$ cat src/hdl/plug_detect_auth_sequencer_macros.svh
// assertion macros for the plug detect sequencer
`ifndef PLUG_DETECT_AUTH_SEQUENCER_MACROS_SVH
`define PLUG_DETECT_AUTH_SEQUENCER_MACROS_SVH

// same-cycle implication, sampled on clk, off during reset
`define PDAS_ASSERT_IMPLY(label, ante, cons, msg) \
    label: assert property (@(posedge clk) disable iff (!rst_n) (ante) |-> (cons)) \
        else $error(msg);

// next-cycle implication, sampled on clk, off during reset
`define PDAS_ASSERT_NEXT(label, ante, cons, msg) \
    label: assert property (@(posedge clk) disable iff (!rst_n) (ante) |=> (cons)) \
        else $error(msg);

`endif

$ cat src/hdl/pdas_pkg.sv
// shared types and codes for the plug detect sequencer
`default_nettype none

package pdas_pkg;

    localparam int CFG_INDEX_W = 3;

    localparam logic [CFG_INDEX_W-1:0] REG_INSERT_DEBOUNCE = 3'd0;
    localparam logic [CFG_INDEX_W-1:0] REG_REMOVE_DEBOUNCE = 3'd1;
    localparam logic [CFG_INDEX_W-1:0] REG_VERIFY_DELAY    = 3'd2;
    localparam logic [CFG_INDEX_W-1:0] REG_EXPECTED_MAJOR  = 3'd3;
    localparam logic [CFG_INDEX_W-1:0] REG_KNOWN_TYPES     = 3'd4;

    localparam logic [7:0] RST_INSERT_DEBOUNCE = 8'd5;
    localparam logic [7:0] RST_REMOVE_DEBOUNCE = 8'd5;
    localparam logic [7:0] RST_VERIFY_DELAY    = 8'd10;
    localparam logic [7:0] RST_EXPECTED_MAJOR  = 8'h6B;
    localparam logic [7:0] RST_KNOWN_TYPES     = 8'd12;

    localparam logic [1:0] ALARM_NONE          = 2'd0;
    localparam logic [1:0] ALARM_RUN_UNPLUG    = 2'd1;
    localparam logic [1:0] ALARM_VERIFY_FAIL   = 2'd2;
    localparam logic [1:0] ALARM_INFO_FAIL     = 2'd3;

    localparam logic [1:0] SCREEN_NONE         = 2'd0;
    localparam logic [1:0] SCREEN_ONLINE       = 2'd1;
    localparam logic [1:0] SCREEN_OFFLINE      = 2'd2;

    typedef struct packed {
        logic [7:0] insert_debounce_ticks;
        logic [7:0] remove_debounce_ticks;
        logic [7:0] verify_delay_ticks;
        logic [7:0] expected_major_id;
        logic [7:0] known_type_count;
    } cfg_t;

    typedef struct packed {
        logic       plugged;
        logic       verify_ok;
        logic       info_read_ok;
        logic [7:0] id_major;
        logic [7:0] id_minor;
        logic       motor_running;
    } item_t;

    typedef struct packed {
        logic [2:0] stage;
        logic       online;
        logic       chip_recognized;
        logic       short_recognized;
        logic [7:0] model_index;
        logic [1:0] alarm_code;
        logic       motor_stop;
        logic [1:0] screen_event;
    } result_t;

endpackage

`default_nettype wire

$ cat src/hdl/plug_detect_auth_sequencer.sv
// plug detect and authentication sequencer top level
// result: each item is held in the input register, then its result in the result register
// throughput: one item per cycle while result_stall is low, set by the combinational stage and counter update
// reset: stage idle, counters, flags and model cleared, config back to defaults
// reset: both pipeline registers empty, no clearing pass
`default_nettype none
`include "plug_detect_auth_sequencer_macros.svh"

module plug_detect_auth_sequencer
#(
    parameter int COUNTER_WIDTH = 8
)
(
    input  wire logic                             clk,
    input  wire logic                             rst_n,
    input  wire logic                             item_valid,
    output logic                                  item_stall,
    input  wire pdas_pkg::item_t                  item,
    output logic                                  result_valid,
    input  wire logic                             result_stall,
    output pdas_pkg::result_t                     result,
    input  wire logic                             cfg_valid,
    output logic                                  cfg_ready,
    input  wire logic [pdas_pkg::CFG_INDEX_W-1:0] cfg_index,
    input  wire logic [7:0]                       cfg_data
);

    localparam int CMP_W = (COUNTER_WIDTH > 8) ? COUNTER_WIDTH : 8;
    localparam logic [CMP_W-1:0] CNT_MAX = CMP_W'((1 << COUNTER_WIDTH) - 1);
    localparam logic [COUNTER_WIDTH-1:0] CNT_ONE = COUNTER_WIDTH'(1);

    typedef enum logic [2:0] {
        ST_IDLE    = 3'd0,
        ST_DEB_IN  = 3'd1,
        ST_WAIT    = 3'd2,
        ST_VERIFY  = 3'd3,
        ST_INFO    = 3'd4,
        ST_ONLINE  = 3'd5,
        ST_DEB_OUT = 3'd6,
        ST_FAIL    = 3'd7
    } stage_t;

    pdas_pkg::cfg_t cfg;

    pdas_cfg u_cfg
    (
        .clk       (clk),
        .rst_n     (rst_n),
        .cfg_write (cfg_valid & cfg_ready),
        .cfg_index (cfg_index),
        .cfg_data  (cfg_data),
        .cfg       (cfg)
    );

    assign cfg_ready = 1'b1;

    logic                     item_valid_reg;
    pdas_pkg::item_t          item_reg;
    logic                     result_valid_reg;
    pdas_pkg::result_t        result_reg;

    stage_t                   stage_reg, stage_next;
    logic [COUNTER_WIDTH-1:0] insert_count_reg, insert_count_next;
    logic [COUNTER_WIDTH-1:0] remove_count_reg, remove_count_next;
    logic [COUNTER_WIDTH-1:0] delay_count_reg, delay_count_next;
    logic [7:0]               model_reg, model_next;
    logic                     online_reg, online_next;
    logic                     chip_reg, chip_next;
    logic                     short_reg, short_next;
    logic [1:0]               alarm;
    logic                     motor_stop;
    logic [1:0]               screen;

    logic                     advance;
    logic [CMP_W-1:0]         lim_insert, lim_remove, lim_delay;
    logic [CMP_W-1:0]         thr_insert, thr_remove, thr_delay;
    logic [COUNTER_WIDTH-1:0] insert_eff, remove_eff;
    logic                     insert_pass, remove_pass, delay_pass;
    logic                     id_ok;

    assign advance    = item_valid_reg & (~result_valid_reg | ~result_stall);
    assign item_stall = item_valid_reg & ~advance;

    // clamp thresholds to what the counters can hold
    assign thr_insert = CMP_W'(cfg.insert_debounce_ticks);
    assign thr_remove = CMP_W'(cfg.remove_debounce_ticks);
    assign thr_delay  = CMP_W'(cfg.verify_delay_ticks);
    assign lim_insert = (thr_insert > CNT_MAX) ? CNT_MAX : thr_insert;
    assign lim_remove = (thr_remove > CNT_MAX) ? CNT_MAX : thr_remove;
    assign lim_delay  = (thr_delay > CNT_MAX) ? CNT_MAX : thr_delay;

    assign insert_eff  = (stage_reg == ST_IDLE) ? '0 : insert_count_reg;
    assign remove_eff  = (stage_reg == ST_DEB_OUT) ? remove_count_reg : '0;
    assign insert_pass = ~(CMP_W'(insert_eff) < lim_insert);
    assign remove_pass = ~(CMP_W'(remove_eff) < lim_remove);
    assign delay_pass  = ~(CMP_W'(delay_count_reg) < lim_delay);

    assign id_ok = item_reg.info_read_ok
                 & (item_reg.id_major == cfg.expected_major_id)
                 & (item_reg.id_minor != 8'd0)
                 & (item_reg.id_minor <= cfg.known_type_count);

    always_comb
    begin
        stage_next        = stage_reg;
        insert_count_next = insert_count_reg;
        remove_count_next = remove_count_reg;
        delay_count_next  = delay_count_reg;
        model_next        = model_reg;
        online_next       = online_reg;
        chip_next         = chip_reg;
        short_next        = short_reg;
        alarm             = pdas_pkg::ALARM_NONE;
        motor_stop        = 1'b0;
        screen            = pdas_pkg::SCREEN_NONE;

        if (!item_reg.plugged)
        begin
            insert_count_next = '0;
            delay_count_next  = '0;
            if (stage_reg == ST_ONLINE || stage_reg == ST_DEB_OUT || stage_reg == ST_FAIL)
            begin
                if (!remove_pass)
                begin
                    remove_count_next = remove_eff + CNT_ONE;
                    stage_next        = ST_DEB_OUT;
                end
                else
                begin
                    remove_count_next = '0;
                    stage_next        = ST_IDLE;
                    online_next       = 1'b0;
                    chip_next         = 1'b0;
                    short_next        = 1'b0;
                    model_next        = '0;
                    screen            = pdas_pkg::SCREEN_OFFLINE;
                    if (item_reg.motor_running)
                    begin
                        alarm      = pdas_pkg::ALARM_RUN_UNPLUG;
                        motor_stop = 1'b1;
                    end
                end
            end
            else
            begin
                remove_count_next = '0;
                stage_next        = ST_IDLE;
                online_next       = 1'b0;
                chip_next         = 1'b0;
                short_next        = 1'b0;
            end
        end
        else
        begin
            case (stage_reg)
                ST_IDLE, ST_DEB_IN:
                begin
                    if (stage_reg == ST_IDLE)
                    begin
                        remove_count_next = '0;
                        delay_count_next  = '0;
                    end
                    if (!insert_pass)
                    begin
                        insert_count_next = insert_eff + CNT_ONE;
                        stage_next        = ST_DEB_IN;
                    end
                    else
                    begin
                        insert_count_next = '0;
                        delay_count_next  = '0;
                        stage_next        = ST_WAIT;
                        short_next        = 1'b1;
                    end
                end
                ST_WAIT:
                begin
                    if (!delay_pass)
                    begin
                        delay_count_next = delay_count_reg + CNT_ONE;
                    end
                    else
                    begin
                        delay_count_next = '0;
                        // verify and info read resolve within this transfer
                        if (!item_reg.verify_ok)
                        begin
                            alarm      = pdas_pkg::ALARM_VERIFY_FAIL;
                            stage_next = ST_FAIL;
                        end
                        else if (!id_ok)
                        begin
                            alarm      = pdas_pkg::ALARM_INFO_FAIL;
                            stage_next = ST_FAIL;
                        end
                        else
                        begin
                            model_next  = item_reg.id_minor;
                            online_next = 1'b1;
                            chip_next   = 1'b1;
                            short_next  = 1'b1;
                            screen      = pdas_pkg::SCREEN_ONLINE;
                            stage_next  = ST_ONLINE;
                        end
                    end
                end
                default:
                begin
                end
            endcase
        end
    end

    always_ff @(posedge clk or negedge rst_n)
    begin
        if (!rst_n)
        begin
            item_valid_reg   <= 1'b0;
            item_reg         <= '0;
            result_valid_reg <= 1'b0;
            result_reg       <= '0;
            stage_reg        <= ST_IDLE;
            insert_count_reg <= '0;
            remove_count_reg <= '0;
            delay_count_reg  <= '0;
            model_reg        <= '0;
            online_reg       <= 1'b0;
            chip_reg         <= 1'b0;
            short_reg        <= 1'b0;
        end
        else
        begin
            if (item_valid && !item_stall)
            begin
                item_reg <= item;
            end
            if (!item_stall)
            begin
                item_valid_reg <= item_valid;
            end
            if (advance)
            begin
                result_valid_reg            <= 1'b1;
                result_reg.stage            <= stage_next;
                result_reg.online           <= online_next;
                result_reg.chip_recognized  <= chip_next;
                result_reg.short_recognized <= short_next;
                result_reg.model_index      <= model_next;
                result_reg.alarm_code       <= alarm;
                result_reg.motor_stop       <= motor_stop;
                result_reg.screen_event     <= screen;
                stage_reg                   <= stage_next;
                insert_count_reg            <= insert_count_next;
                remove_count_reg            <= remove_count_next;
                delay_count_reg             <= delay_count_next;
                model_reg                   <= model_next;
                online_reg                  <= online_next;
                chip_reg                    <= chip_next;
                short_reg                   <= short_next;
            end
            else if (!result_stall)
            begin
                result_valid_reg <= 1'b0;
            end
        end
    end

    assign result_valid = result_valid_reg;
    assign result       = result_reg;

    `PDAS_ASSERT_IMPLY(a_stop_is_unplug, result_valid && result.motor_stop, result.alarm_code == pdas_pkg::ALARM_RUN_UNPLUG && result.screen_event == pdas_pkg::SCREEN_OFFLINE, "motor stop without running unplug")
    `PDAS_ASSERT_IMPLY(a_online_stage, result_valid && result.online, result.stage == ST_ONLINE || result.stage == ST_DEB_OUT, "online flag outside online stages")
    `PDAS_ASSERT_IMPLY(a_no_transient, result_valid, result.stage != ST_VERIFY && result.stage != ST_INFO, "transient stage reported")
    `PDAS_ASSERT_NEXT(a_advance_result, advance, result_valid, "advanced item produced no result")

endmodule

`default_nettype wire

$ cat src/hdl/pdas_cfg.sv
// configuration register file for the plug detect sequencer
`default_nettype none

module pdas_cfg
(
    input  wire logic                             clk,
    input  wire logic                             rst_n,
    input  wire logic                             cfg_write,
    input  wire logic [pdas_pkg::CFG_INDEX_W-1:0] cfg_index,
    input  wire logic [7:0]                       cfg_data,
    output pdas_pkg::cfg_t                        cfg
);

    pdas_pkg::cfg_t cfg_reg;

    always_ff @(posedge clk or negedge rst_n)
    begin
        if (!rst_n)
        begin
            cfg_reg.insert_debounce_ticks <= pdas_pkg::RST_INSERT_DEBOUNCE;
            cfg_reg.remove_debounce_ticks <= pdas_pkg::RST_REMOVE_DEBOUNCE;
            cfg_reg.verify_delay_ticks    <= pdas_pkg::RST_VERIFY_DELAY;
            cfg_reg.expected_major_id     <= pdas_pkg::RST_EXPECTED_MAJOR;
            cfg_reg.known_type_count      <= pdas_pkg::RST_KNOWN_TYPES;
        end
        else if (cfg_write)
        begin
            case (cfg_index)
                pdas_pkg::REG_INSERT_DEBOUNCE: cfg_reg.insert_debounce_ticks <= cfg_data;
                pdas_pkg::REG_REMOVE_DEBOUNCE: cfg_reg.remove_debounce_ticks <= cfg_data;
                pdas_pkg::REG_VERIFY_DELAY:    cfg_reg.verify_delay_ticks    <= cfg_data;
                pdas_pkg::REG_EXPECTED_MAJOR:  cfg_reg.expected_major_id     <= cfg_data;
                pdas_pkg::REG_KNOWN_TYPES:     cfg_reg.known_type_count      <= cfg_data;
                default:                       ;
            endcase
        end
    end

    assign cfg = cfg_reg;

endmodule

`default_nettype wire

$ cat config.mk
export PLATFORM = sky130hd
export DESIGN_NAME = plug_detect_auth_sequencer
export DESIGN_NICKNAME = d
export VERILOG_FILES = /design/src/hdl/pdas_pkg.sv /design/src/hdl/plug_detect_auth_sequencer.sv /design/src/hdl/pdas_cfg.sv
export VERILOG_INCLUDE_DIRS = /design/src /design/src/hdl
export SDC_FILE = /design/constraint.sdc
export NUM_CORES = 1
export LEC_CHECK = 0
export BUFFER_PORTS_ARGS = -buffer_cell sky130_fd_sc_hd__buf_2
export CAP_MARGIN = 40
export CORE_MARGIN = 5
export CORE_UTILIZATION = 40
export DETAILED_ROUTE_END_ITERATION = 10
export GPL_ROUTABILITY_DRIVEN = 0
export PLACE_DENSITY = 0.68
export SLEW_MARGIN = 5
export SYNTH_ARGS = -nofsm -noshare
export SYNTH_HDL_FRONTEND = slang
export SYNTH_HIERARCHICAL = 1
export SYNTH_SLANG_ARGS = --single-unit
$ cat constraint.sdc
create_clock -name clk -period 7.6 [get_ports clk]
set_input_delay 1.52 -clock clk [delete_from_list [all_inputs] [get_ports clk]]
set_output_delay 1.52 -clock clk [all_outputs]
set_load 0.1 [all_outputs]
==> run metrics, run 1 <==
Internal Pwr Total 1080 µW; Final Slew Violations 0; DRC viols 0; EDFF count, synth 0; Rel. slew slack 54.3%; WS Path Type in -> out; YS warnings 6; clock share of power 29.0%; Wirelength per Cell 16.4 µm; area leader, netlist dfrtp_1; Starting Density 40.3%; Die Y 128 µm; DR iter-0 viols 252; first-pass GRT wire length 20500 µm; via-per-instance ratio 5.21; detailed placement HPWL 9100 µm; vias in the first global route 4089; crit path time final 3.74 ns; unrepaired setup endpoints after global routing no; number of routed nets with antenna violations 0; Largest register FFs 40; Max-Cap Viols 0; crit path max fanout 3; total track usage 15.7%; crit path capture type output port; CTS root buf clkbuf_16; final setup violation count 0; Leakage 0.00308 µW; Area Growth Syn to Fin 14.5%; NumNets Final 626; status completed; Final Skew 0.0119 ns; Post-CTS Setup Repair Bufs 0; CTS tree yes; worst min-delay path class reg -> reg; DR vias 3868; Die X 128 µm; Die ar. 16300 µm²; Port Buffer Count 56; Worst EP arrival 2.22 ns; Clock Latency Late Sink 0.35 ns; Mapped Nets 569; clk sinks 104; worst vdd ir 0.214 mV; FF+latch count, synth 104; commonest cells after routing, fill and taps aside dfrtp_1 (91), mux2_2 (69), buf_2 (56); total gr overflow 0; Hold Fails Final Rpt 0; commonest non-fill, non-tap cell in the layout dfrtp_1; Psw 583 µW; htree depth 3; setup_tns 0 ns; main flop type after synthesis dfrtp_1; Yosys top cell area share 41.0%; routed wire length 12200 µm; antenna violations before repair 0; pin count of the biggest net entering global routing 54; PD cells 261 nW/µm²; f_max 267 MHz; number of diodes 0; Async S/R FF share, synth 100%; top cells by area, synth dfrtp_1 (41%), mux2_2 (14%), ha_1 (7.2%); Synth cell types 60; Worst-path clk slew 0.07 ns; sw frac 35.0%; fin crit share 49.2%; Longest Clk Path Bufs 2; post-synthesis sequential area ratio 47.1%; Seq pwr share 44.0%; Avg Inst Size Synth 11.1 µm²; filler cell count 1270; combinational power share 27.0%; worst slack at placement 3.85 ns; hold_buf cts 0; Post-Syn Area 5560 µm²; router iterations before antenna repair 4; FP Rows 43; CORE AREA 13800 µm²; share of cells above drive strength 1 30.2%; Cells after Synth 501; # IOs 58; worst-margin pin slew 0.682 ns; Num CTS Buffers 9; Worst Setup Slack, final 3.86 ns; Worst setup SP type input port; CP Data Required Time 6.08 ns; Post-CTS Resized 0
## power by group through the flow
stage,logic [µW],clock network [µW],registers (µW)
after floorplan,302,0,770
after global placement,430,0,737
after detailed placement,450,0,741
after CTS,453,495,731
after global routing,495,515,744
final,450,482,732
## Yosys cell counts, types with 2 or more instances
cell and number:
nand2b_1 7, mux2_2 69, o2111ai_1 3, a21o_1 8, or3_1 4, o21bai_1 3, nor2b_1 9, a32o_1 2
and4b_1 2, o22ai_1 2, nand3_1 19, xnor2_1 10, a22o_1 6, dfrtp_1 91, dfstp_2 13, buf_4 4
xor2_1 2, inv_1 36, a22oi_1 2, nand4_1 5, and2_1 14, o21ai_0 19, o211a_1 3, a31oi_1 2
and3_1 5, nor4bb_1 4, a21boi_0 3, or2_2 3, nor3_1 3, nand2_1 36, buf_2 4, and4_1 2
a21oi_1 16, clkbuf_1 9, ha_1 32, nand3b_1 4, a211oi_1 4, nor2_1 16, nor4_1 3, nor3b_1 2
## cells by family after synthesis
| family | count (synthesis) | share of synthesized area (%) |
|---|---|---|
| fa+ha+maj | 32 | 7.21 |
| xor+xnor | 12 | 1.89 |
| buf+inv | 53 | 3.94 |
| mux | 70 | 14.2 |
| simple gates | 144 | 14.8 |
| other cells | 1 | 0.0675 |
| compound gates | 85 | 10.8 |
| flops | 104 | 47.1 |
## worst max-delay path, stage by stage
cell     delay, ns
buf_2         0.10
nand3_1       0.11
inv_1         0.07
buf_2         0.42
## layout make-up
type                       instances  area, µm²  share of cell area (%)
tap                              180        225                    3.54
clock buffer                       9        225                    3.54
clock inverter                     7       88.8                    1.40
timing repair buffer              63        353                    5.54
sequential                       104       2620                    41.2
multi-input combinational        344       2720                    42.7
inverter                          36        135                    2.12
## metal layers
metal	GRT usage, %	share of wire (%)	vias up
met3	3.88	3.7	8
met1	21.1	48	1883
met5	0	0	-
li1	-	-	1901
met2	25.5	48	76
met4	3.81	0.91	0
## per-stage QoR
step	cells	hold WS [ns]	power, µW	instance area [µm²]	util [%]
3_5_place_dp	727	0.470	1190	6050	43.9
5_1_grt	743	0.519	1750	6360	46.2
4_1_cts	743	0.487	1680	6360	46.2
6_report	743	0.482	1660	6360	46.2
2_1_floorplan	501	0.438	1070	5560	-
3_3_place_gp	725	0.451	1170	6020	43.7
## worst paths after layout
check / from / to / slack, ns / cells past startpoint
setup / recovery: result_stall / item_stall / 3.86 / 4
hold / removal: result[1] / result[1] / 0.48 / 1
setup reg to reg: stage_reg[2] / remove_count_reg[5] / 4.44 / 9
hold reg to reg: result[1] / result[1] / 0.48 / 1
max in group asynchronous: rst_n / stage_reg[2] / 5.28 / 2
min in group asynchronous: rst_n / item_reg[17] / 1.19 / 1
Power figures use the tool's default switching activity.
==> inputs of run 2 (changes only) <==
- clock period: 7.6 -> 3.77 ns (I/O delays scaled with it)
==> run metrics, run 2 (same netlist as run 1, synthesis figures left out) <==
clock share of power 28.3%; Num CTS Buffers 9; cells on worst reg2reg path 9; share of cells above drive strength 1 30.4%; crit-path cells or3_1 > and2_1 > ha_1 > a211oi_1 > nand3_1 > a211oi_1 > nand2_1 > o21bai_1 > a32o_1; status completed; Final Skew 0.0113 ns; crit path time final 3.17 ns; Worst-path clk slew 0.07 ns; critical path depth in cells 9; crit-path most repeated cell a211oi_1; WS Path Type reg -> reg; clk sinks 104; Die Y 128 µm; Area Growth Syn to Fin 14.8%; crit path capture type register; f_max 315 MHz; Hold Fails Final Rpt 0; detailed placement HPWL 9410 µm; DR iter-0 viols 225; CP top delay family compound AO/OA/AOI/OAI gates; filler cell count 1343; CTS tree yes; routed wire length 12500 µm; CP Data Required Time 4.05 ns; worst-margin pin slew 0.834 ns; number of diodes 0; Longest Clk Path Bufs 2; pin count of the biggest net entering global routing 50; vias in the first global route 4202; r2r setup slk 0.60 ns; Post-CTS Resized 0; Wirelength per Cell 16.7 µm; via-per-instance ratio 5.35; max incr delay on CP 0.58 ns; total track usage 16.3%; Rel. slew slack 44.3%; hold slack 0.375 ns; capturing point of the worst reg2reg path insert_count_reg[2]; # IOs 58; NumNets Final 629; Largest register FFs 40; DRC viols 0; Max-Cap Viols 0; number of routed nets with antenna violations 0; worst r2r src stage_reg[0]; crit path max fanout 12; crit path max-delay cell type a211oi_1; fin crit share 84.1%; Psw 1160 µW; setup_tns 0 ns; hold_buf cts 0; worst min-delay path class in -> async; Die ar. 16300 µm²; sw frac 34.8%; DR vias 3988; antenna violations before repair 0; worst setup path startpoint stage_reg[0]; final core occ 46.3%; Internal Pwr Total 2180 µW; commonest cells after routing, fill and taps aside dfrtp_1 (91), mux2_2 (69), buf_2 (56); Worst Setup Slack, final 0.598 ns; Worst EP arrival 3.46 ns; htree depth 3; Leakage 0.00309 µW; CORE AREA 13800 µm²; first-pass GRT wire length 21200 µm; CTS root buf clkbuf_16; combinational power share 27.6%; commonest non-fill, non-tap cell in the layout dfrtp_1; total gr overflow 0; WP buf/inv 0; worst slack at placement 0.671 ns; Worst setup SP type register; Post-CTS Setup Repair Bufs 0; FP Rows 43; Starting Density 40.3%; Seq pwr share 44.1%; Final Slew Violations 0; Clock Latency Late Sink 0.36 ns; worst vdd ir 0.213 mV; Die X 128 µm; area occupied by multi-input gates 2720 µm²; sequential cell area 2620 µm²; final setup violation count 0; PD cells 524 nW/µm²; router iterations before antenna repair 4; Port Buffer Count 56; unrepaired setup endpoints after global routing no; CP Capture Point insert_count_reg[2]
## run 2: cell types whose count changed in the layout (fill, tap and decap cells not counted), sizes merged
cell | before | now
clkbuf | 9 | 10
buf | 63 | 66
clkinv | 3 | 2
## run 2: worst register-to-register path, delay by kind of cell, from the launching register on
kind                       cells  cell delay, ns
DFF                            1            0.50
AOI/OAI and AO/OA              4            1.19
and+or+nand+nor                4            1.12
adders and majority gates      1            0.29
## run 2: area by class of cell
type / instances / share of cell area (%)
clock buffer: 10 / 3.59
multi-input combinational: 344 / 42.6
tap: 180 / 3.53
sequential: 104 / 41.1
timing repair buffer: 66 / 6.00
inverter: 36 / 2.12
clock inverter: 6 / 1.06
## run 2: stage by stage
step           area [µm²]  instances  power, µW
2_1_floorplan        5560        501       2160
3_3_place_gp         6030        727       2360
3_5_place_dp         6080        730       2420
4_1_cts              6380        746       3370
5_1_grt              6380        746       3550
6_report             6380        746       3340
## run 2: power by group through the flow
stage / sequential, µW / combinational, µW / clock (µW)
floorplan: 1550 / 609 / 0
global route: 1500 / 1020 / 1020
CTS: 1470 / 927 / 970
detailed placement: 1490 / 923 / 0
global placement: 1480 / 882 / 0
finish: 1470 / 922 / 945
## run 2: routing by layer
layer | wire [µm] | GRT usage [%]
met2 | 5880 | 25.9
met1 | 5930 | 22.3
met4 | 259 | 6.62
met3 | 416 | 2.50
met5 | 0 | 0
## run 2: how the worst min path moves through the flow
stage	end	slack, ns	cells past startpoint
6_report	item_reg[3]	0.37	1
5_1_grt	item_reg[18]	0.42	1
4_1_cts	u_cfg/cfg[5]	0.38	1
3_5_place_dp	remove_count_reg[7]	0.47	2
3_3_place_gp	remove_count_reg[7]	0.45	2
2_1_floorplan	remove_count_reg[7]	0.44	2
